File: config.mk
export PLATFORM = sky130hd
export DESIGN_NAME = sha1_byte_stream_hasher
export DESIGN_NICKNAME = d
export VERILOG_FILES = /design/src/design/sha1bsh_pkg.sv /design/src/design/sha1bsh_schedule.sv /design/src/design/sha1bsh_round.sv /design/src/design/sha1_byte_stream_hasher.sv
export SDC_FILE = /design/constraint.sdc
export NUM_CORES = 2
export LEC_CHECK = 0
export BUFFER_PORTS_ARGS = -buffer_cell sky130_fd_sc_hd__buf_2
export CAP_MARGIN = 5
export CORE_MARGIN = 2
export CORE_UTILIZATION = 30
export DETAILED_ROUTE_END_ITERATION = 7
export PLACE_DENSITY = 0.55
export SLEW_MARGIN = 10
export SYNTH_ARGS = -nofsm -noshare
export SYNTH_HDL_FRONTEND = slang
export SYNTH_SLANG_ARGS = --single-unit
File: constraint.sdc
create_clock -name clk -period 14.4 [get_ports clk]
set_input_delay 2.88 -clock clk [delete_from_list [all_inputs] [get_ports clk]]
set_output_delay 2.88 -clock clk [all_outputs]
set_load 0.01 [all_outputs]
File: src/design/sha1bsh_pkg.sv
// ----------------------------------------------------------------------------
// SHA-1 byte stream hasher package
// Shared types, constants and round functions for the SHA-1 hasher.
// ----------------------------------------------------------------------------
package sha1bsh_pkg;

    localparam int ROUND_COUNT = 80;
    localparam int CHAIN_COUNT = 5;

    localparam logic [0:0] OP_ABSORB   = 1'b0;
    localparam logic [0:0] OP_FINALIZE = 1'b1;

    localparam logic [7:0] PAD_MARKER  = 8'h80;
    localparam logic [7:0] PAD_ZERO    = 8'h00;
    localparam logic [5:0] POS_LEN     = 6'd56;
    localparam logic [5:0] POS_LAST    = 6'd63;
    localparam logic [6:0] ROUND_LAST  = 7'(ROUND_COUNT - 1);
    localparam logic [2:0] EMIT_LAST   = 3'(CHAIN_COUNT - 1);

    localparam logic [31:0] H_INIT [CHAIN_COUNT] = '{
        32'h67452301, 32'hefcdab89, 32'h98badcfe, 32'h10325476, 32'hc3d2e1f0
    };

    localparam logic [31:0] K_0 = 32'h5a827999;
    localparam logic [31:0] K_1 = 32'h6ed9eba1;
    localparam logic [31:0] K_2 = 32'h8f1bbcdc;
    localparam logic [31:0] K_3 = 32'hca62c1d6;

    typedef struct packed {
        logic [0:0] op;
        logic [7:0] data_byte;
    } in_item_t;

    typedef struct packed {
        logic [31:0] digest_word;
        logic        last;
    } out_item_t;

    typedef enum logic [4:0] {
        ST_IDLE  = 5'b00001,
        ST_PAD   = 5'b00010,
        ST_ROUND = 5'b00100,
        ST_FOLD  = 5'b01000,
        ST_EMIT  = 5'b10000
    } state_t;

    typedef struct packed {
        logic       load_byte;
        logic       shift_word;
        logic [7:0] data;
    } sched_ctrl_t;

    typedef struct packed {
        logic start;
        logic step;
        logic fold;
        logic shift_out;
        logic restart;
    } round_ctrl_t;

    function automatic logic [31:0] round_k(input logic [6:0] idx);
        logic [31:0] k;
        if (idx < 7'd20) begin
            k = K_0;
        end else if (idx < 7'd40) begin
            k = K_1;
        end else if (idx < 7'd60) begin
            k = K_2;
        end else begin
            k = K_3;
        end
        return k;
    endfunction

    function automatic logic [31:0] round_f(input logic [6:0] idx, input logic [31:0] b,
                                            input logic [31:0] c, input logic [31:0] d);
        logic [31:0] f;
        if (idx < 7'd20) begin
            f = (b & c) | (~b & d);
        end else if (idx < 7'd40) begin
            f = b ^ c ^ d;
        end else if (idx < 7'd60) begin
            f = (b & c) | (b & d) | (c & d);
        end else begin
            f = b ^ c ^ d;
        end
        return f;
    endfunction

endpackage

File: src/design/sha1bsh_schedule.sv
// ----------------------------------------------------------------------------
// SHA-1 message schedule
// Collects message bytes into a 512-bit block and expands it one word per
// round through a sixteen-word shift line.
// ----------------------------------------------------------------------------
module sha1bsh_schedule (
    input  logic                     clk,
    input  sha1bsh_pkg::sched_ctrl_t ctrl,
    output logic [31:0]              w_word
);
    import sha1bsh_pkg::*;

    logic [511:0] sched_reg;
    logic [511:0] sched_next;
    logic [31:0]  expand_x;
    logic [31:0]  expand_w;

    assign w_word   = sched_reg[511:480];
    assign expand_x = sched_reg[511:480] ^ sched_reg[447:416] ^ sched_reg[255:224]
                    ^ sched_reg[95:64];
    assign expand_w = {expand_x[30:0], expand_x[31]};

    always_comb
    begin
        sched_next = sched_reg;
        if (ctrl.load_byte) begin
            sched_next = {sched_reg[503:0], ctrl.data};
        end else if (ctrl.shift_word) begin
            sched_next = {sched_reg[479:0], expand_w};
        end
    end

    always_ff @(posedge clk)
    begin
        sched_reg <= sched_next;
    end

endmodule

File: src/design/sha1bsh_round.sv
// ----------------------------------------------------------------------------
// SHA-1 round unit
// Holds the chaining words and the working variables, and applies one
// compression round per step.
// ----------------------------------------------------------------------------
module sha1bsh_round (
    input  logic                     clk,
    input  logic                     rst_n,
    input  sha1bsh_pkg::round_ctrl_t ctrl,
    input  logic [6:0]               round_idx,
    input  logic [31:0]              w_word,
    output logic [31:0]              chain_head
);
    import sha1bsh_pkg::*;

    logic [31:0] chain_reg [CHAIN_COUNT];
    logic [31:0] chain_next [CHAIN_COUNT];
    logic [31:0] a_reg, b_reg, c_reg, d_reg, e_reg;
    logic [31:0] a_next, b_next, c_next, d_next, e_next;
    logic [31:0] temp;

    assign chain_head = chain_reg[0];
    assign temp = {a_reg[26:0], a_reg[31:27]} + round_f(round_idx, b_reg, c_reg, d_reg)
                + e_reg + round_k(round_idx) + w_word;

    always_comb
    begin
        a_next = a_reg;
        b_next = b_reg;
        c_next = c_reg;
        d_next = d_reg;
        e_next = e_reg;
        chain_next = chain_reg;
        if (ctrl.start) begin
            a_next = chain_reg[0];
            b_next = chain_reg[1];
            c_next = chain_reg[2];
            d_next = chain_reg[3];
            e_next = chain_reg[4];
        end else if (ctrl.step) begin
            a_next = temp;
            b_next = a_reg;
            c_next = {b_reg[1:0], b_reg[31:2]};
            d_next = c_reg;
            e_next = d_reg;
        end
        if (ctrl.fold) begin
            chain_next[0] = chain_reg[0] + a_reg;
            chain_next[1] = chain_reg[1] + b_reg;
            chain_next[2] = chain_reg[2] + c_reg;
            chain_next[3] = chain_reg[3] + d_reg;
            chain_next[4] = chain_reg[4] + e_reg;
        end else if (ctrl.restart) begin
            chain_next = H_INIT;
        end else if (ctrl.shift_out) begin
            for (int i = 0; i < CHAIN_COUNT - 1; i++) begin
                chain_next[i] = chain_reg[i + 1];
            end
        end
    end

    always_ff @(posedge clk or negedge rst_n)
    begin
        if (!rst_n) begin
            chain_reg <= H_INIT;
        end else begin
            chain_reg <= chain_next;
        end
    end

    always_ff @(posedge clk)
    begin
        a_reg <= a_next;
        b_reg <= b_next;
        c_reg <= c_next;
        d_reg <= d_next;
        e_reg <= e_next;
    end

endmodule

File: src/design/sha1_byte_stream_hasher.sv
// ----------------------------------------------------------------------------
// SHA-1 byte stream hasher
// Absorbs a message one byte per word and returns its SHA-1 digest as five
// 32-bit words on finalize.
// ----------------------------------------------------------------------------
// Each absorb word is loaded into the block; the one that fills a 64-byte block
// then occupies the block for a compression: its 80 rounds through the
// single round unit and a fold of the result into the chaining words.
// A finalize word inserts the padding one byte per cycle outside the one or two
// such compressions that it needs, and then offers the five digest words, the
// first chaining word first, the fifth marked as last. The block takes no input
// word while it compresses, pads or emits, and it starts a fresh message afterward.
module sha1_byte_stream_hasher (
    input  logic                   clk,
    input  logic                   rst_n,
    input  logic                   in_valid,
    output logic                   in_ready,
    input  sha1bsh_pkg::in_item_t  in_data,
    output logic                   out_valid,
    input  logic                   out_ready,
    output sha1bsh_pkg::out_item_t out_data
);
    import sha1bsh_pkg::*;

    state_t      state_reg, state_next;
    logic [5:0]  pos_reg, pos_next;
    logic [63:0] len_reg, len_next;
    logic        fin_reg, fin_next;
    logic        marker_reg, marker_next;
    logic        lenph_reg, lenph_next;
    logic [6:0]  round_reg, round_next;
    logic [2:0]  emit_reg, emit_next;
    logic        in_fire;
    logic        out_fire;
    logic        len_sel;
    sched_ctrl_t sched_ctrl;
    round_ctrl_t round_ctrl;
    logic [31:0] w_word;
    logic [31:0] chain_head;

    sha1bsh_schedule u_schedule (
        .clk    (clk),
        .ctrl   (sched_ctrl),
        .w_word (w_word)
    );

    sha1bsh_round u_round (
        .clk        (clk),
        .rst_n      (rst_n),
        .ctrl       (round_ctrl),
        .round_idx  (round_reg),
        .w_word     (w_word),
        .chain_head (chain_head)
    );

    assign in_ready  = (state_reg == ST_IDLE);
    assign out_valid = (state_reg == ST_EMIT);
    assign in_fire   = in_valid && in_ready;
    assign out_fire  = out_valid && out_ready;
    assign len_sel   = marker_reg && (lenph_reg || (pos_reg == POS_LEN));

    assign out_data.digest_word = chain_head;
    assign out_data.last        = (emit_reg == EMIT_LAST);

    always_comb
    begin
        state_next  = state_reg;
        pos_next    = pos_reg;
        len_next    = len_reg;
        fin_next    = fin_reg;
        marker_next = marker_reg;
        lenph_next  = lenph_reg;
        round_next  = round_reg;
        emit_next   = emit_reg;
        sched_ctrl  = '0;
        round_ctrl  = '0;
        case (state_reg)
            ST_IDLE:
            begin
                if (in_fire) begin
                    if (in_data.op == OP_FINALIZE) begin
                        fin_next    = 1'b1;
                        marker_next = 1'b0;
                        lenph_next  = 1'b0;
                        state_next  = ST_PAD;
                    end else begin
                        sched_ctrl.load_byte = 1'b1;
                        sched_ctrl.data      = in_data.data_byte;
                        pos_next = pos_reg + 6'd1;
                        len_next = len_reg + 64'd8;
                        if (pos_reg == POS_LAST) begin
                            round_ctrl.start = 1'b1;
                            round_next = '0;
                            state_next = ST_ROUND;
                        end
                    end
                end
            end
            ST_PAD:
            begin
                sched_ctrl.load_byte = 1'b1;
                if (!marker_reg) begin
                    sched_ctrl.data = PAD_MARKER;
                    marker_next = 1'b1;
                end else if (len_sel) begin
                    sched_ctrl.data = len_reg[63:56];
                    len_next   = {len_reg[55:0], 8'h00};
                    lenph_next = 1'b1;
                end else begin
                    sched_ctrl.data = PAD_ZERO;
                end
                pos_next = pos_reg + 6'd1;
                if (pos_reg == POS_LAST) begin
                    round_ctrl.start = 1'b1;
                    round_next = '0;
                    state_next = ST_ROUND;
                end
            end
            ST_ROUND:
            begin
                round_ctrl.step       = 1'b1;
                sched_ctrl.shift_word = 1'b1;
                round_next = round_reg + 7'd1;
                if (round_reg == ROUND_LAST) begin
                    state_next = ST_FOLD;
                end
            end
            ST_FOLD:
            begin
                round_ctrl.fold = 1'b1;
                if (fin_reg && lenph_reg) begin
                    emit_next  = '0;
                    state_next = ST_EMIT;
                end else if (fin_reg) begin
                    state_next = ST_PAD;
                end else begin
                    state_next = ST_IDLE;
                end
            end
            ST_EMIT:
            begin
                if (out_fire) begin
                    emit_next = emit_reg + 3'd1;
                    if (emit_reg == EMIT_LAST) begin
                        round_ctrl.restart = 1'b1;
                        pos_next   = '0;
                        len_next   = '0;
                        fin_next   = 1'b0;
                        state_next = ST_IDLE;
                    end else begin
                        round_ctrl.shift_out = 1'b1;
                    end
                end
            end
            default:
            begin
                state_next = ST_IDLE;
            end
        endcase
    end

    always_ff @(posedge clk or negedge rst_n)
    begin
        if (!rst_n) begin
            state_reg  <= ST_IDLE;
            pos_reg    <= '0;
            len_reg    <= '0;
            fin_reg    <= 1'b0;
            marker_reg <= 1'b0;
            lenph_reg  <= 1'b0;
            round_reg  <= '0;
            emit_reg   <= '0;
        end else begin
            state_reg  <= state_next;
            pos_reg    <= pos_next;
            len_reg    <= len_next;
            fin_reg    <= fin_next;
            marker_reg <= marker_next;
            lenph_reg  <= lenph_next;
            round_reg  <= round_next;
            emit_reg   <= emit_next;
        end
    end

`ifndef SYNTHESIS
    assert property (@(posedge clk) disable iff (!rst_n) !(out_valid && in_ready))
        else $error("digest offered while input is open");

    assert property (@(posedge clk) disable iff (!rst_n)
        (state_reg == ST_ROUND) |-> (round_reg <= ROUND_LAST))
        else $error("round counter out of range");

    assert property (@(posedge clk) disable iff (!rst_n)
        (state_reg == ST_EMIT) |-> (pos_reg == '0 && fin_reg && lenph_reg))
        else $error("digest emitted before padding completed");

    assert property (@(posedge clk) disable iff (!rst_n)
        (out_fire && out_data.last) |=> (state_reg == ST_IDLE && len_reg == '0))
        else $error("hasher not restarted after last digest word");
`endif

endmodule
==> impl_metrics.yaml <==
finish:
  layout_cells_sized_above_1_pct: 6.64
  final-instance-count-excl-fill: 8243
  largest_register_ff_count: 512
  area_overhead_of_the_layout_relative_to_synthesis_pct: 11.1
  final_nets: 6123
floorplanning:
  ioPinCount: 48
  die_outline_width_microns: 429
  rows: 156
  dieArea_sq_um: 184000
  die_y_microns: 429
  floorplan.core_area_sq_um: 180000
  floorplan.initialDensity_pct: 30.1
pwr:
  powerDensity_nw_per_um2: 176
  power.clock.fraction_pct: 26.8
  power.switching_mw: 3.85
  p_int_mw: 6.77
  total_power_mw: 10.6
  comb_power_share_pct: 30.9
  sw_frac_of_total_pct: 36.3
  irDropWorstVdd_mv: 0.136
  seq_power_share_pct: 42.3
  power.leakage_nw: 24.8
placed_design:
  dp_hpwl_microns: 106000
  io_buffers: 47
  globalplace.congestion: 0.899
  numPlacedInstances: 8047
  dp_slack_ps: 6890
grt:
  use_met3_pct: 2.42
  grtUsageMet1_pct: 24.3
  grt_max_degree: 216
  globalRouteOverflowTotal: 0
  grt_antenna_before_repair: 1
  track_usage_pct: 16.3
  global_route.usage.met2_pct: 24.8
  grt_pass1_vias: 40083
  global_route.peak_usage_layer: "met2"
  grt_pass1_wl_microns: 240000
yosys:
  synth_largest_area_cell: "sky130_fd_sc_hd__edfxtp_1"
  synth_commonest_cells: "sky130_fd_sc_hd__nand2_1 (2020), sky130_fd_sc_hd__edfxtp_1 (672), sky130_fd_sc_hd__o21ai_0 (326)"
  mappedNetlistArea_sq_um: 54200
  ys.flop_type: "sky130_fd_sc_hd__edfxtp_1"
  yosysWarnings: 0
  post_synthesis_cells: 5893
  syn-mean-instance-area_sq_um: 9.20
  synth-edff-count: 672
  synth-seq-cells: 917
  synth.top_cells.by_area: "sky130_fd_sc_hd__edfxtp_1 (37%), sky130_fd_sc_hd__nand2_1 (14%), sky130_fd_sc_hd__dfrtp_1 (7.6%), sky130_fd_sc_hd__ha_1 (4.8%), sky130_fd_sc_hd__fa_1 (4.4%)"
  synthDistinctLibCells: 90
  synth_most_common_cell: "sky130_fd_sc_hd__nand2_1"
  postSynth.asyncResetShare_pct: 26.7
  synth_fp_nets: 6231
  synth.top_cell.area_share_pct: 37.2
  yosysSeqAreaShare_pct: 48.7
sta:
  worstMarginPinSlew_ps: 1130
  finalSetupViolations: 0
  timing.fmax_mhz: 133
  clock_tree_skew_after_final_layout_ps: 67.0
  drv_slew: 0
  fin_worst_hold_slack_ps: 510
  timing.slew.headroom_pct: 24.7
  layout_worst_path_cycle_share_pct: 52.2
  final_hold_violation_count: 0
  final.setup.worst_slack_ps: 6890
  period_needed_ps: 7510
  fin_setup_tns_ps: 0
  rsz_0062_raised_after_global_routing: "false"
clocking:
  clock_path_buffers: 3
  clock_sink_count: 917
  clockRootBuffer: "sky130_fd_sc_hd__clkbuf_16"
  clk_pin_slew_ps: 60
  post-cts-setup-buffers: 0
  cts_tree: "built"
  post_cts_resize_count: 0
  cts_made_buffers: 106
  clock_insertion_delay_worst_skew_ps: 750
  postCtsHoldBufs: 0
  htree_levels: 3
setup_path:
  worst-path-max-fanout: 21
  crit_buf_inv: 7
  critPathMostFrequentCell: "sky130_fd_sc_hd__inv_1"
  timing.critical_path.from: "round_reg[2]"
  worstPathCellList: "a41oi_2, nand2_1, buf_4, inv_1, buf_4, nor2_2, buf_4, inv_1, fa_1, fa_1, inv_1, fa_1, inv_1, ha_1, a21oi_1, o21bai_1, a2111oi_0, o21ai_1, a211oi_2, o21ai_1, o41ai_2, o21ai_0, xnor2_1, o21ai_0"
  worstSetupPathDepth: 24
  start_kind: "register"
  critical_path_sink_type: "register"
  critical_path.max_stage_delay_ps: 590
  worstPathArrival_ps: 7970
  worst-setup-path-type: "reg2reg"
  reg2regPathDepth: 24
  worst_r2r_src: "round_reg[2]"
  worst_path_max_delay_cell: "sky130_fd_sc_hd__inv_1"
  cp.required_ps: 14850
  timing.critical_path.max_delay_family: "compound AO/OA/AOI/OAI gates"
worst_hold_path:
  hp-start: "u_schedule.sched_reg[277]"
  hp-class: "reg2reg"
  worst_hold_path.num_cells: 2
detailed_routing:
  final_routed_wirelength_microns: 155000
  viasPerCell: 5.08
  drt_first_iter_violations: 4252
  dr.pass1.iters: 6
  drc: 0
  antenna_left: 0
  routed_wire_length_per_instance_microns: 18.8
  vias: 41846
job:
  maxCapViolations: 0
outcome:
  run_status: "completed"
## cells by family (layout without fill, tap and decap cells)
| kind of cell | Yosys count | after routing | share of synthesized area [%] |
|---|---|---|---|
| XOR/XNOR | 268 | 268 | 4.33 |
| multiplexers | 35 | 35 | 0.646 |
| flip-flops | 917 | 917 | 48.7 |
| adder cells (fa/ha/maj) | 325 | 325 | 9.15 |
| buffers and inverters | 558 | 537 | 4.14 |
| AO/OA/AOI/OAI | 1060 | 1060 | 12.2 |
| AND/OR/NAND/NOR | 2730 | 2730 | 20.8 |
| other | 0 | 1 | 0 |
## final cells by class
cell class | instances | area (sq um)
fill | 18340 | 120000
antenna | 1 | 2.50
tap | 2370 | 2970
multi-input combinational | 4418 | 25700
sequential | 917 | 26400
timing repair buffer | 94 | 636
clock buffer | 143 | 2950
clock inverter | 52 | 702
inverter | 248 | 931
## power groups by stage
| stage | sequential, mW | clock (mW) | combinational (mW) |
|---|---|---|---|
| 6_report | 4.49 | 2.85 | 3.28 |
| 5_1_grt | 4.58 | 3.01 | 3.76 |
| 4_1_cts | 4.49 | 2.92 | 3.30 |
| 3_5_place_dp | 4.53 | 0 | 3.29 |
| 3_3_place_gp | 4.54 | 0 | 3.23 |
| 2_1_floorplan | 4.48 | 0 | 2.50 |
## stage by stage
| stage | cell area [sq um] | util (%) |
|---|---|---|
| 3_5_place_dp | 56600 | 31.4 |
| 3_3_place_gp | 56600 | 31.4 |
| 4_1_cts | 60300 | 33.4 |
| 6_report | 60300 | 33.5 |
| 5_1_grt | 60300 | 33.4 |
| 2_1_floorplan | 54200 | - |
## worst register-to-register path: stages (launching register included)
cell                        delay [ps]
sky130_fd_sc_hd__dfrtp_1           470
sky130_fd_sc_hd__a41oi_2           560
sky130_fd_sc_hd__nand2_1           100
sky130_fd_sc_hd__buf_4             260
sky130_fd_sc_hd__inv_1             100
sky130_fd_sc_hd__buf_4             290
sky130_fd_sc_hd__nor2_2             70
sky130_fd_sc_hd__buf_4             240
sky130_fd_sc_hd__inv_1             600
sky130_fd_sc_hd__fa_1              570
sky130_fd_sc_hd__fa_1              520
sky130_fd_sc_hd__inv_1              50
sky130_fd_sc_hd__fa_1              490
sky130_fd_sc_hd__inv_1              40
sky130_fd_sc_hd__ha_1              320
sky130_fd_sc_hd__a21oi_1           210
sky130_fd_sc_hd__o21bai_1          100
sky130_fd_sc_hd__a2111oi_0         570
sky130_fd_sc_hd__o21ai_1           230
sky130_fd_sc_hd__a211oi_2          420
sky130_fd_sc_hd__o21ai_1           190
sky130_fd_sc_hd__o41ai_2           370
sky130_fd_sc_hd__o21ai_0           200
sky130_fd_sc_hd__xnor2_1           170
sky130_fd_sc_hd__o21ai_0            90
## path summary, 6_finish.rpt
check,slack [ps],to
setup reg to reg,6890,u_round.a_reg[30]
hold / removal,510,u_schedule.sched_reg[309]
hold reg to reg,510,u_schedule.sched_reg[309]
max in group asynchronous,10890,len_reg[52]
setup / recovery,6890,u_round.a_reg[30]
min in group asynchronous,2120,u_round.chain_reg[124]
## layout by cell type, fill, tap and decap left out, types with 15 or more instances in the layout
master | synthesis | final
sky130_fd_sc_hd__nand4_1 | 28 | 28
sky130_fd_sc_hd__o21ai_0 | 326 | 325
sky130_fd_sc_hd__o21bai_1 | 19 | 19
sky130_fd_sc_hd__clkinv_2 | 0 | 15
sky130_fd_sc_hd__a31oi_1 | 73 | 73
sky130_fd_sc_hd__a211oi_1 | 32 | 32
sky130_fd_sc_hd__dfrtp_1 | 164 | 164
sky130_fd_sc_hd__a21o_1 | 91 | 91
sky130_fd_sc_hd__o31ai_1 | 27 | 27
sky130_fd_sc_hd__xnor2_1 | 184 | 184
sky130_fd_sc_hd__o21a_1 | 31 | 31
sky130_fd_sc_hd__ha_1 | 206 | 206
sky130_fd_sc_hd__clkbuf_16 | 0 | 110
sky130_fd_sc_hd__nand2_1 | 2020 | 2013
sky130_fd_sc_hd__fa_1 | 119 | 119
sky130_fd_sc_hd__edfxtp_1 | 672 | 672
sky130_fd_sc_hd__and3_1 | 41 | 41
sky130_fd_sc_hd__clkbuf_1 | 242 | 26
sky130_fd_sc_hd__nor3_1 | 53 | 53
sky130_fd_sc_hd__xor2_1 | 84 | 84
sky130_fd_sc_hd__inv_1 | 248 | 247
sky130_fd_sc_hd__buf_2 | 23 | 46
sky130_fd_sc_hd__a21oi_1 | 243 | 242
sky130_fd_sc_hd__nor2b_1 | 29 | 29
sky130_fd_sc_hd__nor2_1 | 265 | 264
sky130_fd_sc_hd__buf_4 | 32 | 44
sky130_fd_sc_hd__nand2b_1 | 22 | 22
sky130_fd_sc_hd__and2_1 | 19 | 17
sky130_fd_sc_hd__a22oi_1 | 31 | 31
sky130_fd_sc_hd__o211ai_1 | 54 | 54
sky130_fd_sc_hd__nand3_1 | 115 | 115
sky130_fd_sc_hd__dfstp_2 | 81 | 81
sky130_fd_sc_hd__mux2i_1 | 35 | 35
sky130_fd_sc_hd__or3_1 | 69 | 69
## per-layer routing
layer | vias to the layer above | part of all wire [%]
li1 | 19988 | -
met1 | 20551 | 48
met2 | 1126 | 44
met3 | 181 | 5.9
met4 | 0 | 2.1
met5 | - | 0
No activity file was read; power rests on OpenSTA's default activity.
